--- src/rtl/ctj_pkg.sv ---
// Shared types, constants and command codes for the triangle join counter.
`default_nettype none
package ctj_pkg;
	localparam int DEF_OFFSET_DEPTH = 4096;
	localparam int DEF_ADJ_DEPTH = 16384;
	localparam int DEF_SCAN_OFFSET_DEPTH = 64;
	localparam int DEF_SCAN_DEPTH = 4096;
	localparam int DEF_VERTEX_BITS = 32;

	localparam int CMD_W = 3;
	localparam int ADDR_W = 14;
	localparam int DATA_W = 32;
	localparam int CNT_W = 32;
	localparam int OFF_W = 15;
	localparam int SOFF_W = 13;
	localparam int LABEL_W = 6;
	localparam int BASE_W = 12;
	localparam int CFG_IDX_W = 2;
	localparam int CFG_DATA_W = 12;

	localparam logic [CMD_W-1:0] CMD_WR_OFF = 3'd0;
	localparam logic [CMD_W-1:0] CMD_WR_ADJ = 3'd1;
	localparam logic [CMD_W-1:0] CMD_WR_SOFF = 3'd2;
	localparam logic [CMD_W-1:0] CMD_WR_SVERT = 3'd3;
	localparam logic [CMD_W-1:0] CMD_RUN = 3'd4;

	localparam logic [CFG_IDX_W-1:0] REG_SCAN_LABEL = 2'd0;
	localparam logic [CFG_IDX_W-1:0] REG_BASE_FIRST = 2'd1;
	localparam logic [CFG_IDX_W-1:0] REG_BASE_SECOND = 2'd2;
	localparam logic [CFG_IDX_W-1:0] REG_BASE_THIRD = 2'd3;

	localparam logic [CNT_W-1:0] CNT_MAX = '1;

	typedef logic [CNT_W-1:0] cnt_t;

	function automatic cnt_t sat_inc(input cnt_t c);
		return (c == CNT_MAX) ? c : c + 1'b1;
	endfunction
endpackage
`default_nettype wire

--- src/rtl/ctj_ram.sv ---
// Simple dual-port RAM with registered read and a zero read for out-of-range indexes.
`default_nettype none
module ctj_ram
	import ctj_pkg::*;
#(
	parameter int WIDTH = 32,
	parameter int DEPTH = 16
) (
	input  wire logic                     clk,
	input  wire logic                     we,
	input  wire logic [$clog2(DEPTH)-1:0] waddr,
	input  wire logic [WIDTH-1:0]         wdata,
	input  wire logic                     re,
	input  wire logic                     rin,
	input  wire logic [$clog2(DEPTH)-1:0] raddr,
	output logic      [WIDTH-1:0]         rdata
);
	logic [WIDTH-1:0] mem [DEPTH];
	logic [WIDTH-1:0] rd_q;
	logic             rin_q;

	always_ff @(posedge clk) begin
		if (we) begin
			mem[waddr] <= wdata;
		end
	end

	always_ff @(posedge clk) begin
		if (re) begin
			rd_q <= mem[raddr];
			rin_q <= rin;
		end
	end

	assign rdata = rin_q ? rd_q : '0;
endmodule
`default_nettype wire

--- config.mk ---
export PLATFORM = sky130hd
export DESIGN_NAME = ctj_ram
export DESIGN_NICKNAME = d
export VERILOG_FILES = /design/src/rtl/ctj_pkg.sv /design/src/rtl/ctj_ram.sv
export SDC_FILE = /design/constraint.sdc
export NUM_CORES = 1
export LEC_CHECK = 0
export BUFFER_PORTS_ARGS = -buffer_cell sky130_fd_sc_hd__buf_2
export CORE_MARGIN = 8
export CORE_UTILIZATION = 39
export DETAILED_ROUTE_END_ITERATION = 8
export GPL_TIMING_DRIVEN = 0
export PLACE_DENSITY_LB_ADDON = 0.12
export SYNTH_ARGS = -nofsm -noshare
export SYNTH_HDL_FRONTEND = slang
export SYNTH_SLANG_ARGS = --single-unit
--- constraint.sdc ---
create_clock -name clk -period 5.4 [get_ports clk]
set_input_delay 0.81 -clock clk [delete_from_list [all_inputs] [get_ports clk]]
set_output_delay 0.81 -clock clk [all_outputs]
set_load 0.03 [all_outputs]
==> flow_metrics.tcl, run 1 <==
set metrics [dict create \
    crit_path_class "flop to output pin" \
    postSynthNetCount 918 \
    tritoncts_clock_tree "done" \
    ys_warn_count 0 \
    postSynth.topFlopCell "edfxtp_1" \
    synth_sequential_area_ratio 0.802 \
    maxCapViolations 0 \
    grt_setup_unrepaired "false" \
    vias_per_cell 5.35 \
    crit_path_required_time_ns 4.59 \
    synth-seq-cells 545 \
    dieWidth_um 245 \
    hold_buffers 0 \
    path_delay_family "buffers and inverters" \
    finalWorstSetupSlack_ns 2.32 \
    htree_num_levels 2 \
    hold_path_class "input pin to flop" \
    drive_above_1_share 0.320 \
    timing.final.max_slew_violations 0 \
    clk_skew_ns 0.00961 \
    leakagePower_nw 7.73 \
    netlist_top_cells_area "edfxtp_1, mux4_2, a22oi_1" \
    synthToLayoutAreaGrowth_pct 18.2 \
    worst_skew_pair_later_pin_latency_ns 0.61 \
    cp_slowest_stage_delay_ns 0.64 \
    synth_enable_flop_cells 545 \
    yosys.cell_types.count 16 \
    critical_path_capture_point_type "output pin" \
    final_min_period_over_clock_period 0.570 \
    worst_ep_arrival_time_ns 2.27 \
    area_of_the_mapped_netlist_um2 20400 \
    cts_root_buffer "clkbuf_16" \
    floorplan.die.height_um 245 \
    number_of_drc_markers_after_the_initial_detailed_route_iteration 769 \
    tritoncts.num_buffers 58 \
    report.final.hold_viol_count 0 \
    cts_post_setup_buffers_inserted 0 \
    layout.nets 1083 \
    core_um2 52100 \
    die_area_um2 59900 \
    final-setup-viol-count 0 \
    critical_path.cell_chain "clkbuf_1 > and2_1 > buf_2" \
    worstPathMaxFanout 10 \
    synthesized_netlist_cell_count 874 \
    grt_start_max_net_pins 34 \
    max-vdd-ir-drop_uv 233 \
    timing.slew.headroom 0.222 \
    synth.top_cell.area_share 0.802 \
    row_count 84 \
    drcViolationCount 0 \
    num_vias 9505 \
    run_status "complete, no violations" \
    grt_use_total 0.165 \
    grt_pass1_vias 10200 \
    synth_top_area_cell "edfxtp_1" \
    drt_wl_total_um 49000 \
    num-fill-cells 4429 \
    power-per-cell-area_nw_per_um2 376 \
    drt.antenna.violating_nets 0 \
    cts_buffer_depth 3 \
    cts.sinks 545 \
    timing.fmax_mhz 325 \
    top_level_ports 76 \
    critical_path.startpoint_type "flop" \
    cp.buffers_inverters 2 \
    routabilityCongestion 0.694 \
    firstDrtPassIters 5 \
    placement.setup.worst_slack_ns 2.19 \
    postCtsResizedCells 0 \
    gr-total-overflow 0 \
    period_needed_ns 3.08 \
    critical-path-slowest-cell "clkbuf_1" \
    dp_hpwl_um 30700 \
    synth.avg_cell_area_um2 23.3 \
    antenna_violations_before_repair 4 \
    global_route_wire_length_before_repair_um 71700 \
    initial_utilization 0.391 \
    worstMarginPinSlew_ns 1.17 \
    final_core_util 0.463 \
    synthArstFlopShare 0 \
    clk_transition_reported_paths_ns 0.06 \
    numPortBuffers 73 \
    final_routed_wire_length_divided_by_cell_count_um 27.6 \
]
cells in the mapped netlist (4+ instances only):
cell type,instances
edfxtp_1,545
mux4_2,128
a22oi_1,64
and2_1,33
nand2_1,33
clkbuf_1,20
nor2_1,13
buf_1,9
buf_4,9
buf_2,8
nor3_1,4
final cells by class:
class	count	area, um2	area share
antenna	4	10.0	0.000415
buffer	46	216	0.00898
clock buffer	69	1560	0.0645
clock inverter	38	253	0.0105
multi-input combinational	283	3930	0.163
sequential	545	16400	0.679
tap	688	861	0.0357
timing repair buffer	105	925	0.0383
state kept, by name, summed over array words and instances, names as in the netlist:
register / cells
mem: 512
rin_q: 1
rd_q: 32
cell usage in the layout, fill, tap and decap left out, drive strengths merged:
cell / count
nand3b: 2
or3b: 1
mux4: 128
nand3: 1
nor2: 13
and2: 33
nor2b: 2
inv: 2
clkinvlp: 1
a22oi: 64
clkbuf: 89
bufinv: 3
nand2: 33
diode: 4
buf: 131
clkinv: 32
nand2b: 2
edfxtp: 545
nor3: 4
power breakdown:
part           internal (W)  switching (W)  total, W
sequential          0.00477      0.0000215   0.00479
combinational      0.000184       0.000313  0.000497
clock               0.00218        0.00161   0.00379
logic make-up (layout without fill, tap and decap cells):
group / after synthesis / count (layout) / share of synthesized area
buf+inv: 46 / 258 / 0.0106
compound gates: 64 / 64 / 0.0236
mux: 128 / 128 / 0.141
flops: 545 / 545 / 0.802
simple gates: 91 / 91 / 0.0222
other cells: 0 / 4 / 0
path summary, 6_finish.rpt:
| path | from | endpoint | slack [ns] | cells past startpoint |
|---|---|---|---|---|
| max reg2reg | mem[3][16]$_DFFE_PP_ | rd_q[16]$_DFFE_PP_ | 3.88 | 3 |
| min | rin | rin_q$_DFFE_PP_ | 0.38 | 1 |
| max | rin_q$_DFFE_PP_ | rdata[14] | 2.32 | 3 |
| min reg2reg | mem[15][23]$_DFFE_PP_ | rd_q[23]$_DFFE_PP_ | 0.74 | 3 |
metrics by stage:
stage               area (um2)  power [W]  setup TNS [ns]  hold WS [ns]  instances
floorplan                20400    0.00515               0         0.710        874
CTS                      24100    0.00917               0         0.343       1774
finish                   24100    0.00908               0         0.384       1778
detailed placement       22300    0.00539               0         0.734       1667
global placement         21600    0.00536         -197.14         0.734       1635
global route             24100    0.00937               0         0.357       1775
routing by layer:
metal / GRT usage / wire (um) / up-vias
met5: 0 / 0 / -
met3: 0.0434 / 3090 / 79
met2: 0.263 / 23400 / 270
li1: - / - / 4058
met4: 0.0429 / 1110 / 0
met1: 0.225 / 21500 / 5098
No activity file was read; power rests on OpenSTA's default activity.
==> inputs of run 2 (changes only) <==
ABC_AREA = 1   (was not set)
clock period = 3.1 ns   (was 5.4 ns; I/O delays follow)
==> flow_metrics.tcl, run 2 <==
set metrics [dict create \
    run_status "complete, no violations" \
    synthArstFlopShare 0 \
    top_register "mem" \
    worst_skew_pair_later_pin_latency_ns 0.61 \
    critical-path-slowest-cell "edfxtp_1" \
    most_instantiated_library_cell_after_synthesis "nand2_1" \
    dieWidth_um 261 \
    number_of_drc_markers_after_the_initial_detailed_route_iteration 1372 \
    placement.setup.worst_slack_ns 0.643 \
    ys_warn_count 0 \
    synth.avg_cell_area_um2 10.7 \
    critical_path.startpoint_type "flop" \
    ys_top_cells_by_count "nand2_1, edfxtp_1, inv_1, nand3_1, buf_2" \
    leakagePower_nw 11.6 \
    synthToLayoutAreaGrowth_pct 15.3 \
    core_um2 59100 \
    critical_path_capture_point_type "output pin" \
    die_area_um2 68000 \
    postSynthNetCount 2232 \
    diodes 0 \
    grt_use_total 0.201 \
    layout_commonest_cell "nand2_1" \
    layout.nets 2382 \
    cp.buffers_inverters 3 \
    critical_path.cell_chain "clkbuf_1 > nand2_1 > inv_1 > buf_2" \
    vias_per_cell 4.85 \
    timing.slew.headroom 0.272 \
    synth_top_area_cell "edfxtp_1" \
    synth_sequential_area_ratio 0.701 \
    crit_path_required_time_ns 2.63 \
    final_min_period_over_clock_period 0.856 \
    setup_total_negative_slack_ns 0 \
    timing.hold.ws_ns 0.0383 \
    final-setup-viol-count 0 \
    yosys.cell_types.count 15 \
    firstDrtPassIters 5 \
    tritoncts_clock_tree "done" \
    row_count 89 \
    synthesized_netlist_cell_count 2188 \
    dp_hpwl_um 44100 \
    top_level_ports 76 \
    netlist_top_cells_area "edfxtp_1, nand2_1, nand3_1" \
    numPortBuffers 73 \
    cp_slowest_stage_delay_ns 0.64 \
    htree_num_levels 2 \
    gr-total-overflow 0 \
    grt_setup_unrepaired "false" \
    cts_root_buffer "clkbuf_16" \
    maxCapViolations 0 \
    most-common-layout-cells "nand2_1, edfxtp_1, inv_1" \
    final_routed_wire_length_divided_by_cell_count_um 21.4 \
    cts_buffer_depth 3 \
    postPlaceCellArea_um2 25100 \
    worstMarginPinSlew_ns 1.09 \
    drcViolationCount 0 \
    drt.antenna.violating_nets 0 \
    synth_enable_flop_cells 545 \
    worst_ep_arrival_time_ns 2.19 \
    design_area_um2 26900 \
    path_delay_family "buffers and inverters" \
    worstPathMaxFanout 10 \
    biggestRegsByFlops "mem: 512 flops, rd_q: 32 flops, rin_q: 1 flops" \
    synth-seq-cells 545 \
    routabilityCongestion 0.776 \
    synth.top_cell.area_share 0.701 \
    initial_utilization 0.395 \
    antenna_violations_before_repair 0 \
    num_vias 15300 \
    max-vdd-ir-drop_uv 401 \
    power-per-cell-area_nw_per_um2 600 \
    clk_transition_reported_paths_ns 0.06 \
    report.final.hold_viol_count 0 \
    floorplan.die.height_um 261 \
    clk_skew_ns 0.0114 \
    hold_path_class "input pin to flop" \
    finalWorstSetupSlack_ns 0.445 \
    timing.fmax_mhz 377 \
    hold_buffers 0 \
    grt_start_max_net_pins 34 \
    global_route_wire_length_before_repair_um 99400 \
    crit_path_class "flop to output pin" \
    drt_wl_total_um 67700 \
    cts.sinks 545 \
    period_needed_ns 2.65 \
    postSynth.topFlopCell "edfxtp_1" \
    timing.final.max_slew_violations 0 \
    grt_pass1_vias 14900 \
    largest_register_ffs 512 \
    area_of_the_mapped_netlist_um2 23300 \
    tritoncts.num_buffers 59 \
    drive_above_1_share 0.112 \
]
## run 2: power by group
part / internal (W) / total [W] / switching, W
Sequential: 0.00830 / 0.00834 / 0.0000415
Combinational: 0.000321 / 0.00121 / 0.000891
Clock: 0.00375 / 0.00660 / 0.00285
## run 2: cells by family (layout without fill, tap and decap cells)
kind of cell,after synthesis,in the layout,share of synthesized area
AND/OR/NAND/NOR,1113,1113,0.200
flip-flops,545,545,0.701
buffers and inverters,530,726,0.0991
## run 2: cell type report
class	count	area [um2]
clock inverter	28	189
inverter	422	1590
tap	773	967
buffer	108	727
sequential	545	16400
timing repair buffer	89	701
fill	5433	32200
multi-input combinational	1113	4790
clock buffer	79	1590
## run 2: worst paths after layout
path / startpoint / endpoint / slack (ns) / cells after the start
worst max register to register: mem[13][15]$_DFFE_PP_ / rd_q[15]$_DFFE_PP_ / 1.90 / 6
worst min-delay path: rin / rin_q$_DFFE_PP_ / 0.04 / 1
worst max-delay path: rin_q$_DFFE_PP_ / rdata[22] / 0.45 / 4
worst min register to register: mem[10][4]$_DFFE_PP_ / rd_q[4]$_DFFE_PP_ / 0.72 / 6
## run 2: per-layer routing
layer  share of wire  track usage  wire (um)
met1            0.46        0.285      31200
met2            0.45        0.314      30200
met3           0.062       0.0330       4190
met4           0.030       0.0623       2020
met5               0            0          0
## run 2: through the flow
step	std cells	utilization	total power, W
after floorplan	2188	-	0.00916
after global placement	3034	0.417	0.00968
after detailed placement	3050	0.425	0.00972
after CTS	3157	0.455	0.0163
after global routing	3157	0.455	0.0167
final	3157	0.455	0.0162
## run 2: worst register-to-register path, stage by stage (launching register included)
cell and delay (ns):
edfxtp_1 0.36, inv_1 0.07, nand2_1 0.06, nand3_1 0.09, nand3_1 0.14, nand3_1 0.14, nand2_1 0.09
## run 2: timing repair
action,CTS,global route
buffers inserted,0,0
setup endpoints to repair,0,1
gates resized for setup,0,3
==> inputs of run 3 (changes only) <==
CELL_PAD_IN_SITES_DETAIL_PLACEMENT = 1   (was not set)
CELL_PAD_IN_SITES_GLOBAL_PLACEMENT = 1   (was not set)
==> flow_metrics.tcl, run 3 (same netlist as run 2, synthesis figures left out) <==
set metrics [dict create \
    worstMarginPinSlew_ns 1.17 \
    critical_path.startpoint_type "flop" \
    grt_pass1_vias 16800 \
    critical_path.cell_chain "clkbuf_1 > nand2_1 > inv_1 > buf_2" \
    firstDrtPassIters 7 \
    gr-max-usage-layer "met2" \
    worstPathMaxFanout 10 \
    number_of_drc_markers_after_the_initial_detailed_route_iteration 1080 \
    cts.sinks 545 \
    layout.nets 2384 \
    most-common-layout-cells "nand2_1, edfxtp_1, inv_1" \
    synthToLayoutAreaGrowth_pct 15.3 \
    report.final.hold_viol_count 0 \
    cts_buffer_depth 3 \
    drcViolationCount 0 \
    clk_transition_reported_paths_ns 0.06 \
    biggestRegsByFlops "mem: 512 flops, rd_q: 32 flops, rin_q: 1 flops" \
    clk_skew_ns 0.00885 \
    timing.final.max_slew_violations 0 \
    floorplan.die.height_um 261 \
    dieWidth_um 261 \
    leakagePower_nw 11.6 \
    grt_setup_unrepaired "false" \
    top_level_ports 76 \
    grt_start_max_net_pins 34 \
    grt.met3_usage 0.0297 \
    top_register "mem" \
    routabilityCongestion 0.761 \
    power-per-cell-area_nw_per_um2 601 \
    period_needed_ns 2.97 \
    timing.fmax_mhz 337 \
    numPortBuffers 73 \
    critical-path-slowest-cell "clkbuf_1" \
    tritoncts.num_buffers 60 \
    met2_usage 0.366 \
    drive_above_1_share 0.112 \
    row_count 89 \
    run_status "complete, no violations" \
    timing.slew.headroom 0.221 \
    cp_slowest_stage_delay_ns 0.79 \
    worst_skew_pair_later_pin_latency_ns 0.62 \
    hold_path_class "input pin to flop" \
    crit_path_required_time_ns 2.63 \
    num-fill-cells 6428 \
    drt.antenna.violating_nets 0 \
    num_vias 15900 \
    final_routed_wire_length_divided_by_cell_count_um 23.4 \
    max-vdd-ir-drop_uv 439 \
    layout_commonest_cell "nand2_1" \
    tritoncts_clock_tree "done" \
    drt_wl_total_um 73900 \
    cts_root_buffer "clkbuf_16" \
    initial_utilization 0.395 \
    core_um2 59100 \
    gr-usage-met1 0.290 \
    gr-total-overflow 0 \
    worst_ep_arrival_time_ns 2.50 \
    largest_register_ffs 512 \
    critical_path_capture_point_type "output pin" \
    diodes 0 \
    crit_path_class "flop to output pin" \
    dp_hpwl_um 49500 \
    global_route_wire_length_before_repair_um 108000 \
    vias_per_cell 5.02 \
    grt_use_total 0.219 \
    maxCapViolations 0 \
    antenna_violations_before_repair 0 \
    htree_num_levels 2 \
    die_area_um2 68000 \
    final-setup-viol-count 0 \
    final_min_period_over_clock_period 0.958 \
    dp.cells 3050 \
    final-instance-count-excl-fill 3159 \
    post-layout-total-power_w 0.0162 \
]
[run 3: per-stage QoR]
stage | util | hold slack, ns | TNS [ns] | instance area, um2 | setup slack, ns
6_report | 0.455 | 0.225 | 0 | 26900 | 0.131
2_1_floorplan | - | 0.564 | 0 | 23300 | 0.642
3_5_place_dp | 0.425 | 0.647 | 0 | 25100 | 0.652
3_3_place_gp | 0.417 | 0.656 | -624.04 | 24700 | -1.39
5_1_grt | 0.455 | 0.219 | 0 | 26900 | 0.00279
4_1_cts | 0.455 | 0.187 | 0 | 26900 | 0.0150
[run 3: metal layers]
metal | routed length [um] | vias to the layer above
li1 | - | 7352
met1 | 32500 | 7951
met2 | 35300 | 412
met3 | 3530 | 137
met4 | 2580 | 0
met5 | 0 | -
[run 3: final cells by class]
| class | count | area (um2) | share of cell area |
|---|---|---|---|
| plain buffers | 108 | 726 | 0.0270 |
| clock buffers | 78 | 1590 | 0.0591 |
| clock inverters | 30 | 181 | 0.00674 |
| inverters | 422 | 1590 | 0.0590 |
| multi-input cells | 1113 | 4790 | 0.178 |
| flip-flops and latches | 545 | 16400 | 0.608 |
| well taps | 773 | 967 | 0.0359 |
| repair buffers | 90 | 718 | 0.0267 |
[run 3: final timing paths]
kind | start | end | slack [ns] | cells after the start
max | rin_q$_DFFE_PP_ | rdata[18] | 0.13 | 4
min | wdata[17] | mem[4][17]$_DFFE_PP_ | 0.23 | 1
max reg2reg | mem[15][15]$_DFFE_PP_ | rd_q[15]$_DFFE_PP_ | 1.86 | 6
min reg2reg | mem[6][23]$_DFFE_PP_ | rd_q[23]$_DFFE_PP_ | 0.73 | 6
[run 3: power by group]
part	total (W)	internal, W	leakage, nW	switching, W
registers	0.00835	0.00830	4.95	0.0000460
logic	0.00124	0.000322	5.77	0.000920
clock network	0.00659	0.00367	0.858	0.00292
[run 3: what timing repair did]
item	CTS	global route
hold buffers	1	0
resized for setup	0	0
hold endpoints to repair	1	0
setup endpoints to repair	0	0
buffers inserted	0	0
[run 3: worst max-delay path: cells and delay by family (launching register included)]
family | cells | cell delay [ns]
DFF | 1 | 0.64
buffers and inverters | 3 | 1.09
and+or+nand+nor | 1 | 0.13
